## src/hdl/bwa_pkg.sv

```systemverilog
package bwa_pkg;

	localparam logic CMD_LOAD = 1'b0;
	localparam logic CMD_READ = 1'b1;

	localparam logic [1:0] STATUS_OK      = 2'd0;
	localparam logic [1:0] STATUS_NO_DATA = 2'd1;
	localparam logic [1:0] STATUS_DROPPED = 2'd2;

	typedef struct packed {
		logic load;      // store one sample
		logic fin;       // loaded sample closes the set
		logic rd_issue;  // read sign entry, advance pointer
		logic nodata;    // emit a no-data result
		logic div_step;  // one quotient bit
		logic div_last;  // final quotient bit, latch scale
		logic out_ram;   // form result from sign entry
	} ctrl_t;

	typedef struct packed {
		logic set_ready;
		logic out_valid;
	} stat_t;

endpackage

```

## src/hdl/bwa_ctrl.sv

```systemverilog
module bwa_ctrl #(
	parameter int SUMW = 29
) (
	input  logic            clk,
	input  logic            arst_n,
	input  logic            in_valid,
	input  logic            in_cmd,
	input  logic            in_final,
	input  logic            out_ready,
	input  bwa_pkg::stat_t  stat,
	output logic            in_ready,
	output bwa_pkg::ctrl_t  ctrl
);

	localparam int SCW = $clog2(SUMW);
	localparam logic [1:0] ST_IDLE = 2'd0;
	localparam logic [1:0] ST_DIV  = 2'd1;
	localparam logic [1:0] ST_RD   = 2'd2;

	logic [1:0]     state_q;
	logic [SCW-1:0] step_q;
	logic           accept;
	logic           is_load;
	logic           is_read;
	logic           step_end;

	assign in_ready = (state_q == ST_IDLE) && (!stat.out_valid || out_ready);
	assign accept   = in_valid && in_ready;
	assign is_load  = accept && (in_cmd == bwa_pkg::CMD_LOAD);
	assign is_read  = accept && (in_cmd == bwa_pkg::CMD_READ);
	assign step_end = (step_q == SCW'(SUMW - 1));

	always_comb begin
		ctrl          = '0;
		ctrl.load     = is_load;
		ctrl.fin      = is_load && in_final;
		ctrl.rd_issue = is_read && stat.set_ready;
		ctrl.nodata   = is_read && !stat.set_ready;
		ctrl.div_step = (state_q == ST_DIV);
		ctrl.div_last = (state_q == ST_DIV) && step_end;
		ctrl.out_ram  = (state_q == ST_RD);
	end

	always_ff @(posedge clk or negedge arst_n) begin
		if (!arst_n) begin
			state_q <= ST_IDLE;
			step_q  <= '0;
		end else begin
			unique case (state_q)
				ST_IDLE: begin
					step_q <= '0;
					if (is_load && in_final) begin
						state_q <= ST_DIV;
					end else if (is_read && stat.set_ready) begin
						state_q <= ST_RD;
					end
				end
				ST_DIV: begin
					step_q <= step_q + SCW'(1);
					if (step_end) begin
						state_q <= ST_IDLE;
					end
				end
				ST_RD: begin
					state_q <= ST_IDLE;
				end
				default: begin
					state_q <= ST_IDLE;
				end
			endcase
		end
	end

endmodule

```

## config.mk

```make
export PLATFORM = sky130hd
export DESIGN_NAME = bwa_ctrl
export DESIGN_NICKNAME = d
export VERILOG_FILES = /design/src/hdl/bwa_pkg.sv /design/src/hdl/bwa_ctrl.sv
export SDC_FILE = /design/constraint.sdc
export NUM_CORES = 1
export LEC_CHECK = 0
export ABC_CLOCK_PERIOD_IN_PS = 1600
export BUFFER_PORTS_ARGS = -buffer_cell sky130_fd_sc_hd__buf_2
export CORE_AREA = 2 2 39 41
export DETAILED_ROUTE_END_ITERATION = 8
export DIE_AREA = 0 0 41 43
export SYNTH_ARGS = -nofsm -noshare
export SYNTH_HDL_FRONTEND = slang
export SYNTH_SLANG_ARGS = --single-unit
```

## constraint.sdc

```tcl
create_clock -name clk -period 1.6 [get_ports clk]
set_input_delay 0.08 -clock clk [delete_from_list [all_inputs] [get_ports clk]]
set_output_delay 0.08 -clock clk [all_outputs]
set_load 0.03 [all_outputs]
```

# ---- Word level (Yosys, flattened, before mapping)
# Index checks and enable logic that the tools add are counted.
dict set report classes {
  addsub 1
  n_bitwise 1
  eq_ne 5
  reduce_logical 14
  mux 5
}
# operator count
set op_table {}
lappend op_table {{one-hot mux 5 bit (2 select lines)} 1}
lappend op_table {{logical AND 1 bit} 8}
lappend op_table {{2-to-1 mux 2 bit} 3}
lappend op_table {{adder 5 x 1 -> 5 bit, second input constant} 1}
lappend op_table {{== test 5 bit, second input constant} 1}
lappend op_table {{one-hot mux 2 bit (2 select lines)} 1}
lappend op_table {{!= test 3 bit, second input constant} 1}
lappend op_table {{== test 2 x 1 -> 1 bit, second input constant} 1}
lappend op_table {{== test 2 bit, second input constant} 1}
lappend op_table {{logical NOT 1 bit} 2}
lappend op_table {{logical NOT 2 bit} 1}
lappend op_table {{!= test 2 x 1 -> 1 bit, second input constant} 1}
lappend op_table {{AND reduction 2 bit} 1}
lappend op_table {{nonzero test 2 bit} 1}
lappend op_table {{logical OR 1 bit} 1}
lappend op_table {{NOT 1 bit} 1}
dict set report word_totals {
  regBits 7
  output_inout_bits 8
}

# ---- Depth between registers and ports, before layout
# Gate-level depths: netlist of the first run.
dict set report depth {
  word_depth 9
  mapped_depth 5
}

# ---- Worst setup path after synthesis of the first run
# No wires, ideal clock.
dict set report synth_timing {
  path_kind {register -> output}
  from {reg state_q[1]}
  to {out ctrl[3] (netlist name)}
  path_stages_with_launch 5
  n_path_buf 1
  t_arrival_ps 1217
  setup_slack_ps 303
  cell_sequence {dfrtp_1 buf_6 nor2_1 and3_4 nor3b_2}
}
# element line
set synth_lines {}
lappend synth_lines {{start, declared} bwa_ctrl.sv:20} ;# logic [1:0] state_q;
lappend synth_lines {{start signal, assigned} bwa_ctrl.sv:46} ;# state_q <= ST_IDLE;
lappend synth_lines {{start signal, assigned} bwa_ctrl.sv:53} ;# state_q <= ST_DIV;
lappend synth_lines {{start signal, assigned} bwa_ctrl.sv:55} ;# state_q <= ST_RD;
lappend synth_lines {{end, declared} bwa_ctrl.sv:12} ;# output bwa_pkg::ctrl_t ctrl

==> qor.yml, run 1 <==
outcome: "finished clean"
rows: 14
crit_path_end_kind: "output port"
setup_viol: 0
p_leak_nw: 0.2852
drt-initial-drc-count: 6
crit_chain: "nor2_2 -> and3_4 -> nor3b_2 -> clkbuf_4"
yosys.cell_types.count: 23
synth-main-ff-cell: "dfrtp_1"
place_ws_ns: 0.3172
setup_ws_ns: 0.1290
grt_pass1_wl_um: 1504
worstSkewPairLatency_ns: 0.25
die_w_um: 41
power.total_w: 0.0007412
post_cts_buffers: 0
viasPerCell: 4.909
seq_area_frac_synth_pct: 39.89
holdWs_ns: 0.09563
cts.sinks: 7
max_freq_mhz: 679.8
path_clk_slew_ns: 0.05
synth_edf_count: 0
timing.final.crit_share_pct: 91.94
crit_path_start: "state_q[0]"
startpoint_type: "flip-flop"
timing.rr.start: "step_q[0]"
path_depth: 4
cp_max_fo: 6
diodes: 0
dp_hpwl_um: 664
placed_cells: 72
tns_ns: 0
synth_nets: 53
htreeDepth: 1
drc: 0
maxCapViolations: 0
reg2reg_slack_ns: 0.38
rsz0062_at_grt: "false"
synth_area_per_cell_um2: 10.21
rr_endpoint: "step_q[2]"
grt_use_met3_pct: 4.712
critPathSlowestCell: "dfrtp_2"
synth_cells: 43
slew_viol_final: 0
synth_top_area_share_pct: 39.89
drtPass1Iterations: 4
ys_top_cells_by_area: "dfrtp_1 40%, o311ai_2 7.4%, ha_1 5.7%"
holdCritStartpoint: "in_cmd"
finalWirelength_um: 837
antenna_found_initial: 0
async_flop_share_pct: 100.0
ys_top_cells_by_count: "7 x dfrtp_1, 4 x nand3_1"
grt_pass1_vias: 353
die_area_um2: 1763
drive_gt1_share_pct: 49.18
wl_per_cell_um: 10.87
initial_core_util_pct: 31.74
cts_made_buffers: 3
via_count: 378
yosysMostFrequentCell: "dfrtp_1"
register_area_um2: 177.7
yosys_warnings: 0
use_met2_pct: 16.88
cts_tree: "built"
period_needed_ns: 1.471
reg2reg_depth: 3
worst-path-buf-inv: 1
ioPinCount: 16
die_height_um: 43
slew_headroom_pct: 86.32
cpPeakStageDelay_ns: 0.44
worst_ir_drop_vdd_v: 0.0005202
worstHoldPathType: "input pin to flip-flop"
clk_path_buf_depth: 2
final_nets: 72
syn_to_final_growth_pct: 27.35
fp.coreArea_um2: 1384
grt-busiest-layer: "met2"
finalClockSkew_ns: 0.005122
synth_area_um2: 439.2
fillCellCount: 144
worst_slew_pin_slew_ns: 0.2049
root_buffer: "clkbuf_4"
grt_usage_pct: 13.00
hold_viol: 0
place.gp.congestion: 0.6868
gr-usage-met1_pct: 16.61
worstSetupEndpoint: "ctrl[3]"
p_per_area_nw_per_um2: 1325
crit_type: "flip-flop to output port"
fin_cells: 77
ant_nets: 0
required_ns: 1.52
critical_path.top_delay_family: "simple AND/OR/NAND/NOR gates"
port_buffers: 15
grt_max_degree: 10
cp.arrival_ns: 1.39
ys_ff_latch: 7
yosysTopAreaCell: "dfrtp_1"
multi_input_area_um2: 232.7
grt_overflow: 0
-- cell families (layout without fill, tap and decap cells) --
logic type	after synthesis	count (layout)	synth area share, %
muxes	1	1	2.564
DFF	7	7	39.89
and+or+nand+nor	21	21	29.35
AOI/OAI and AO/OA	6	6	14.81
buffers and inverters	6	24	7.692
adders and majority gates	2	2	5.697
-- state kept, by name, summed over array words and instances (netlist names) --
signal	flops
step_q	5
state_q	2
-- layout by cell type (no fill, tap or decap), types with 2 or more instances in the layout --
master	instances
nand3_1	4
inv_1	3
clkbuf_4	4
a22o_1	2
nor2_1	2
o311ai_2	2
nand2_1	3
dfrtp_2	2
dfrtp_1	5
and3_1	3
ha_1	2
buf_2	14
-- worst min path at each step --
stage                 end  cells after the start
2_1_floorplan  state_q[0]                      0
3_3_place_gp    step_q[0]                      1
3_5_place_dp    step_q[1]                      1
4_1_cts        state_q[1]                      2
5_1_grt        state_q[0]                      2
6_report       state_q[1]                      2
-- routing by layer --
metal | vias to the layer above | share of wire, %
met5 | - | 0
met4 | 0 | 1.7
met3 | 2 | 8.1
met2 | 19 | 45
met1 | 169 | 45
li1 | 188 | -
-- layout make-up --
cell class / count / area share (%)
multi-input combinational: 30 / 41.61
timing repair buffer: 16 / 15.66
inverter: 4 / 2.685
sequential: 7 / 31.77
clock buffer: 4 / 4.698
tap: 16 / 3.579
-- per-stage QoR --
stage / area, um2 / util, %
final: 559.3 / 40.42
after global routing: 559.3 / 40.42
after CTS: 551.8 / 39.87
after detailed placement: 515.5 / 37.25
after global placement: 515.5 / 37.25
after floorplan: 439.2 / -
-- power breakdown --
group | internal (W) | leakage (nW) | switching [W]
Sequential | 0.000223 | 0.0903 | 0.0000623
Clock | 0.0000950 | 0.0150 | 0.0000622
Combinational | 0.000126 | 0.180 | 0.000173
Total | 0.000443 | 0.285 | 0.000298
-- repair_timing --
| item | 4_1_cts | 5_1_grt |
|---|---|---|
| hold buffers | 1 | 0 |
| gates resized for setup | 0 | 4 |
| setup endpoints to repair | 0 | 3 |
| endpoints found under the hold margin | 7 | 0 |
Note: power is estimated with default switching activity, not from simulation.
==> run 2: changes to the inputs <==
- ABC_AREA: default -> 1
==> run 2 against run 1 <==
- clock-buffer cell count unchanged
- core utilization down 0.81 points
- critical path depth up 2
- first-iteration DRC count down 83%
- sequential share of layout area up 0.20 points
- design area down 2.0%
- non-clock buffer count unchanged
- total power down 4.4%
- highest routed layer unchanged
- critical path type unchanged
==> qor.yml, run 2 <==
outcome: "finished clean"  # unchanged
design_area_um2: 548.0  # was 559.3 um2
final_common_cell: "buf_2"  # unchanged
ys_top_cells_by_area: "dfrtp_1 41%, inv_1 9.7%, nand2_1 8.8%"  # was dfrtp_1 40%, o311ai_2 7.4%, ha_1 5.7%
top_regs: "step_q (5), state_q (2)"  # unchanged
die_height_um: 43  # unchanged
timing.final.crit_share_pct: 89.75  # was 91.94%
port_buffers: 15  # unchanged
slew_viol_final: 0  # unchanged
path_clk_slew_ns: 0.05  # about the same
grt_pass1_wl_um: 1331  # was 1504 um
cts_made_buffers: 3  # unchanged
yosysMostFrequentCell: "inv_1"  # was dfrtp_1
grt_overflow: 0  # unchanged
antenna_found_initial: 0  # unchanged
holdCritStartpoint: "stat[1]"  # was in_cmd
synth_top_area_share_pct: 41.30  # was 39.89%
timing.rr.start: "step_q[0]"  # unchanged
grt_max_degree: 8  # was 10
period_needed_ns: 1.436  # was 1.471 ns
setup_viol: 0  # unchanged
die_w_um: 41  # unchanged
tns_ns: 0  # unchanged
hold_viol: 0  # unchanged
worstHoldPathType: "input pin to flip-flop"  # unchanged
diodes: 0  # unchanged
max_freq_mhz: 696.4  # was 679.8 MHz
ioPinCount: 16  # unchanged
drt-initial-drc-count: 1  # was 6
die_area_um2: 1763  # unchanged
worst_slew_pin_slew_ns: 0.1711  # was 0.2049 ns
viasPerCell: 4.250  # was 4.909
cts.sinks: 7  # unchanged
drc: 0  # unchanged
rows: 14  # unchanged
placed_cell_area_um2: 511.7  # was 515.5 um2
synthSimpleGateAreaFrac_pct: 33.92  # was 29.34%
cts_resized: 0  # unchanged
synth-main-ff-cell: "dfrtp_1"  # unchanged
grt_usage_pct: 11.85  # was 13.00%
synth_area_um2: 424.2  # was 439.2 um2
final_nets: 87  # was 72
synth_nets: 67  # was 53
cp.arrival_ns: 1.36  # was 1.39 ns
syn_to_final_growth_pct: 29.20  # was 27.35%
cts_tree: "built"  # unchanged
yosys_warnings: 0  # unchanged
crit_type: "flip-flop to output port"  # unchanged
finalClockSkew_ns: 0.007301  # was 0.005122 ns
synth_area_per_cell_um2: 7.441  # was 10.21 um2
holdPathEnd: "state_q[1]"  # unchanged
regMostFlops: "step_q"  # unchanged
root_buffer: "clkbuf_4"  # unchanged
synth_cells: 57  # was 43
grt_pass1_vias: 379  # was 353
startpoint_type: "flip-flop"  # unchanged
yosys.cell_types.count: 15  # was 23
reg2reg_depth: 4  # was 3
synth_compound_area_share_pct: 3.540  # was 14.81%
ys_ff_latch: 7  # unchanged
synthAdderAreaFrac_pct: 5.900  # was 5.698%
ys_top_cells_by_count: "11 x inv_1, 10 x nand2_1, 10 x nor2_1"  # was 7 x dfrtp_1, 4 x nand3_1
synthMuxAreaShare_pct: 0  # was 2.564%
rsz0062_at_grt: "false"  # unchanged
place.gp.congestion: 0.6575  # was 0.6868
p_per_area_nw_per_um2: 1293  # was 1325 nW/um2
maxCapViolations: 0  # unchanged
ant_nets: 0  # unchanged
finalWirelength_um: 788  # was 837 um
largest_reg_flops: 5  # unchanged
seq_area_frac_synth_pct: 41.30  # was 39.89%
synth_xor_area_share_pct: 2.065  # was 0%
initial_core_util_pct: 30.65  # was 31.74%
dp_hpwl_um: 669.6  # was 664 um
async_flop_share_pct: 100.0  # unchanged
wl_per_cell_um: 8.565  # was 10.87 um
synth_top_family_by_area: "simple AND/OR/NAND/NOR gates"  # unchanged
rr_endpoint: "step_q[2]"  # unchanged
whs_path_depth: 3  # was 2
required_ns: 1.52  # about the same
crit_path_end_kind: "output port"  # unchanged
synth_edf_count: 0  # unchanged
p_leak_nw: 0.3216  # was 0.2852 nW
drtPass1Iterations: 4  # unchanged
cp_max_fo: 4  # was 6
clk_path_buf_depth: 2  # unchanged
final_cell_mix: "15 x buf_2, 11 x inv_1, 10 x nand2_1, 10 x nor2_1, 7 x dfrtp_1"  # was 14 x buf_2, 5 x dfrtp_1, 4 x nand3_1, 4 x clkbuf_4
crit_path_start: "state_q[0]"  # unchanged
via_count: 391  # was 378
worstSkewPairLatency_ns: 0.25  # about the same
yosysTopAreaCell: "dfrtp_1"  # unchanged
drive_gt1_share_pct: 32.89  # was 49.18%
slew_headroom_pct: 88.59  # was 86.32%
fp.coreArea_um2: 1384  # unchanged
fillCellCount: 152  # was 144
reg2reg_slack_ns: 0.55  # was 0.38 ns
worst_ir_drop_vdd_v: 0.0004138  # was 0.0005202 V
htreeDepth: 1  # unchanged
==> run 2: cell families (layout without fill, tap and decap cells) <==
group | count (synthesis) | count (layout)
fa+ha+maj | 2 | 2
simple gates | 30 | 30
buf+inv | 14 | 33
flops | 7 | 7
xor+xnor | 1 | 1
compound gates | 3 | 3
==> run 2: worst max-delay path by stage <==
| stage | depth (start not counted) | to | slack (ns) |
|---|---|---|---|
| floorplan | 5 | ctrl[3] | 0.35 |
| global placement | 6 | ctrl[3] | 0.47 |
| detailed placement | 6 | ctrl[4] | 0.43 |
| CTS | 6 | ctrl[4] | 0.14 |
| global route | 6 | ctrl[5] | 0.06 |
| finish | 6 | ctrl[5] | 0.16 |
==> run 2: layer usage <==
metal / GRT usage, % / vias up / share of wire (%)
li1: - / 209 / -
met1: 11.92 / 166 / 41
met2: 17.81 / 14 / 48
met3: 3.141 / 2 / 7.9
met4: 12.00 / 0 / 2.4
met5: 0 / - / 0
==> run 2: per-stage QoR <==
step,hold slack (ns),instances,setup slack (ns),power (W),util [%]
final,0.07622,92,0.1640,0.0007086,39.60
after global routing,0.09751,92,0.05693,0.0007760,39.60
after CTS,0.06423,92,0.1394,0.0007245,39.60
after detailed placement,-0.07572,87,0.4254,0.0005563,36.98
after global placement,-0.07333,87,0.4694,0.0005541,36.98
after floorplan,-0.2156,57,0.3538,0.0004822,-
==> run 2: timing repair <==
action | CTS | global route
hold buffers | 1 | 0
endpoints found under the hold margin | 7 | 0
buffers inserted | 0 | 0
==> run 2: cell type report <==
cell class / instances / area, um2 / area share (%)
multi-input cells: 36 / 192.7 / 35.16
flip-flops and latches: 7 / 175.2 / 31.96
repair buffers: 16 / 85.08 / 15.53
inverters: 13 / 48.80 / 8.904
clock buffers: 4 / 26.28 / 4.795
well taps: 16 / 20.02 / 3.653
==> run 2: critical path, stage by stage (launching register included) <==
cell     delay [ns]
dfrtp_1        0.42
nor2_4         0.16
nand2_2        0.09
nor2_4         0.09
nand3_1        0.10
inv_1          0.06
buf_2          0.18
==> run 2: power by group <==
group	switching [W]	internal, W
clock	0.0000618	0.0000950
sequential	0.0000492	0.000222
combinational	0.000183	0.0000979
==> run 3: changes to the inputs <==
==> constraint.sdc (replaced) <==
create_clock -name clk -period 1.6 [get_ports clk]
set_input_delay 0.08 -clock clk [delete_from_list [all_inputs] [get_ports clk]]
set_output_delay 0.08 -clock clk [all_outputs]
set_load 0.05 [all_outputs]
==> run 3 against run 2 <==
- core utilization up 0.36 points
- clock skew down 0.0012 ns
- sequential share of layout area down 0.29 points
- largest power group unchanged
- critical path type unchanged
- first-iteration DRC count down 100%
==> qor.yml, run 3 (synthesized netlist as in run 2, its figures left out) <==
cts_tree: "built"  # unchanged
place.gp.congestion: 0.6575  # unchanged
die_area_um2: 1763  # unchanged
slew_headroom_pct: 83.42  # was 88.59%
grt_usage_pct: 11.85  # unchanged
initial_core_util_pct: 30.65  # unchanged
power.total_w: 0.0007525  # was 0.0007086 W
crit_chain: "nor2_4 -> nand2_2 -> nor2_4 -> nand2_2 -> nor2_1 -> buf_2"  # was nor2_4 -> nand2_2 -> nor2_4 -> nand3_1 -> inv_1 -> buf_2
period_needed_ns: 1.490  # was 1.436 ns
drtPass1Iterations: 1  # was 4
viasPerCell: 4.239  # was 4.250
final_nets: 87  # unchanged
diodes: 0  # unchanged
tns_ns: 0  # unchanged
wl_met1_um: 328  # was 327 um
p_sw_share_pct: 44.72  # was 41.47%
p_seq_share_pct: 36.0  # was 38.2%
htreeDepth: 1  # unchanged
p_leak_nw: 0.3204  # was 0.3216 nW
reg2reg_slack_ns: 0.55  # about the same
worstSkewPairLatency_ns: 0.25  # about the same
dp_hpwl_um: 669.6  # unchanged
post_cts_buffers: 0  # unchanged
startpoint_type: "flip-flop"  # unchanged
timing.final.crit_share_pct: 93.13  # was 89.75%
worst_ir_drop_vdd_v: 0.0004891  # was 0.0004138 V
clockPowerShare_pct: 20.9  # was 22.1%
wl_per_cell_um: 8.620  # was 8.565 um
required_ns: 1.52  # about the same
path_clk_slew_ns: 0.05  # about the same
drc: 0  # unchanged
rsz0062_at_grt: "false"  # unchanged
cts.sinks: 7  # unchanged
drt-initial-drc-count: 0  # was 1
met2_length_um: 384  # was 379 um
slew_viol_final: 0  # unchanged
crit_path_end_kind: "output port"  # unchanged
worst_slew_pin_slew_ns: 0.2505  # was 0.1711 ns
fp.coreArea_um2: 1384  # unchanged
root_buffer: "clkbuf_4"  # unchanged
worstHoldPathType: "input pin to flip-flop"  # unchanged
finalClockSkew_ns: 0.006094  # was 0.007301 ns
regMostFlops: "step_q"  # unchanged
maxCapViolations: 0  # unchanged
cpPeakStageDelay_ns: 0.42  # about the same
dr.max_layer_used: "met4"  # unchanged
final_common_cell: "buf_2"  # unchanged
max_freq_mhz: 671.1  # was 696.4 MHz
drive_gt1_share_pct: 32.89  # unchanged
clk_path_buf_depth: 2  # unchanged
grt_pass1_vias: 379  # unchanged
wl_met3_um: 62  # unchanged
p_sw_w: 0.0003365  # was 0.0002939 W
largest_reg_flops: 5  # unchanged
grt_overflow: 0  # unchanged
place_ws_ns: 0.3595  # was 0.4254 ns
outcome: "finished clean"  # unchanged
final_cell_mix: "13 x buf_2, 11 x inv_1, 10 x nand2_1, 10 x nor2_1, 7 x dfrtp_1"  # was 15 x buf_2, 11 x inv_1, 10 x nand2_1, 10 x nor2_1, 7 x dfrtp_1
port_buffers: 15  # unchanged
ant_nets: 0  # unchanged
combPwrFrac_pct: 43.1  # was 39.6%
cp.arrival_ns: 1.41  # was 1.36 ns
via_count: 390  # was 391
rows: 14  # unchanged
setup_viol: 0  # unchanged
critPathSlowestCell: "dfrtp_1"  # unchanged
crit_type: "flip-flop to output port"  # unchanged
power.internal_w: 0.0004160  # was 0.0004147 W
syn_to_final_growth_pct: 30.38  # was 29.20%
cts_made_buffers: 3  # unchanged
antenna_found_initial: 0  # unchanged
die_height_um: 43  # unchanged
setup_ws_ns: 0.1099  # was 0.1640 ns
cp_max_fo: 4  # unchanged
die_w_um: 41  # unchanged
grt_pass1_wl_um: 1331  # unchanged
finalWirelength_um: 793  # was 788 um
hold_viol: 0  # unchanged
p_per_area_nw_per_um2: 1361  # was 1293 nW/um2
grt_max_degree: 8  # unchanged
top_regs: "step_q (5), state_q (2)"  # unchanged
ioPinCount: 16  # unchanged
==> run 3: cell types whose count changed in the layout (fill, tap and decap cells not counted), sizes merged <==
cell	previous run	this run
clkbuf	4	6
buf	15	13
==> run 3: critical path: cells and delay by family, from the launching register on <==
family,cells,cell delay (ns)
buffers and inverters,1,0.26
and+or+nand+nor,5,0.48
DFF,1,0.42
==> run 3: worst paths after layout <==
kind	to	start	cells past startpoint
max	ctrl[4]	state_q[0]	6
min	state_q[1]	stat[1]	3
max reg2reg	step_q[2]	step_q[0]	4
min reg2reg	step_q[0]	step_q[0]	1
max in group asynchronous	step_q[3]	arst_n	2
min in group asynchronous	step_q[1]	arst_n	2
==> run 3: metrics by stage <==
stage	cells	util [%]	area, um2	hold slack [ns]
after CTS	92	39.60	548.0	0.06423
after global placement	87	36.98	511.7	-0.07333
after detailed placement	87	36.98	511.7	-0.07572
after global routing	92	39.96	553.0	0.09010
after floorplan	57	-	424.2	-0.2156
final	92	39.96	553.0	0.07499
==> run 3: cell type report <==
cell class              instances  area, um2
multi-input cells              36      192.7
well taps                      16      20.02
repair buffers                 16      90.09
inverters                      13      48.80
fillers                       154      830.8
clock buffers                   4      26.28
flip-flops and latches          7      175.2
==> run 3: what timing repair did <==
item,CTS,global route
hold endpoints to repair,7,0
endpoints found under the setup margin,0,2
gates resized for setup,0,2
hold buffers,1,0
==> run 3: per-layer routing <==
layer | global-route usage, % | vias to the layer above
met5 | 0 | -
met4 | 12.00 | 0
met3 | 3.141 | 2
met2 | 17.81 | 14
met1 | 11.92 | 165
li1 | - | 209
==> run 3: power by group through the flow <==
stage	sequential (W)	clock [W]	combinational [W]
floorplan	0.000264	0	0.000262
global placement	0.000273	0	0.000324
detailed placement	0.000274	0	0.000326
CTS	0.000271	0.000167	0.000329
global route	0.000280	0.000174	0.000367
finish	0.000271	0.000157	0.000325
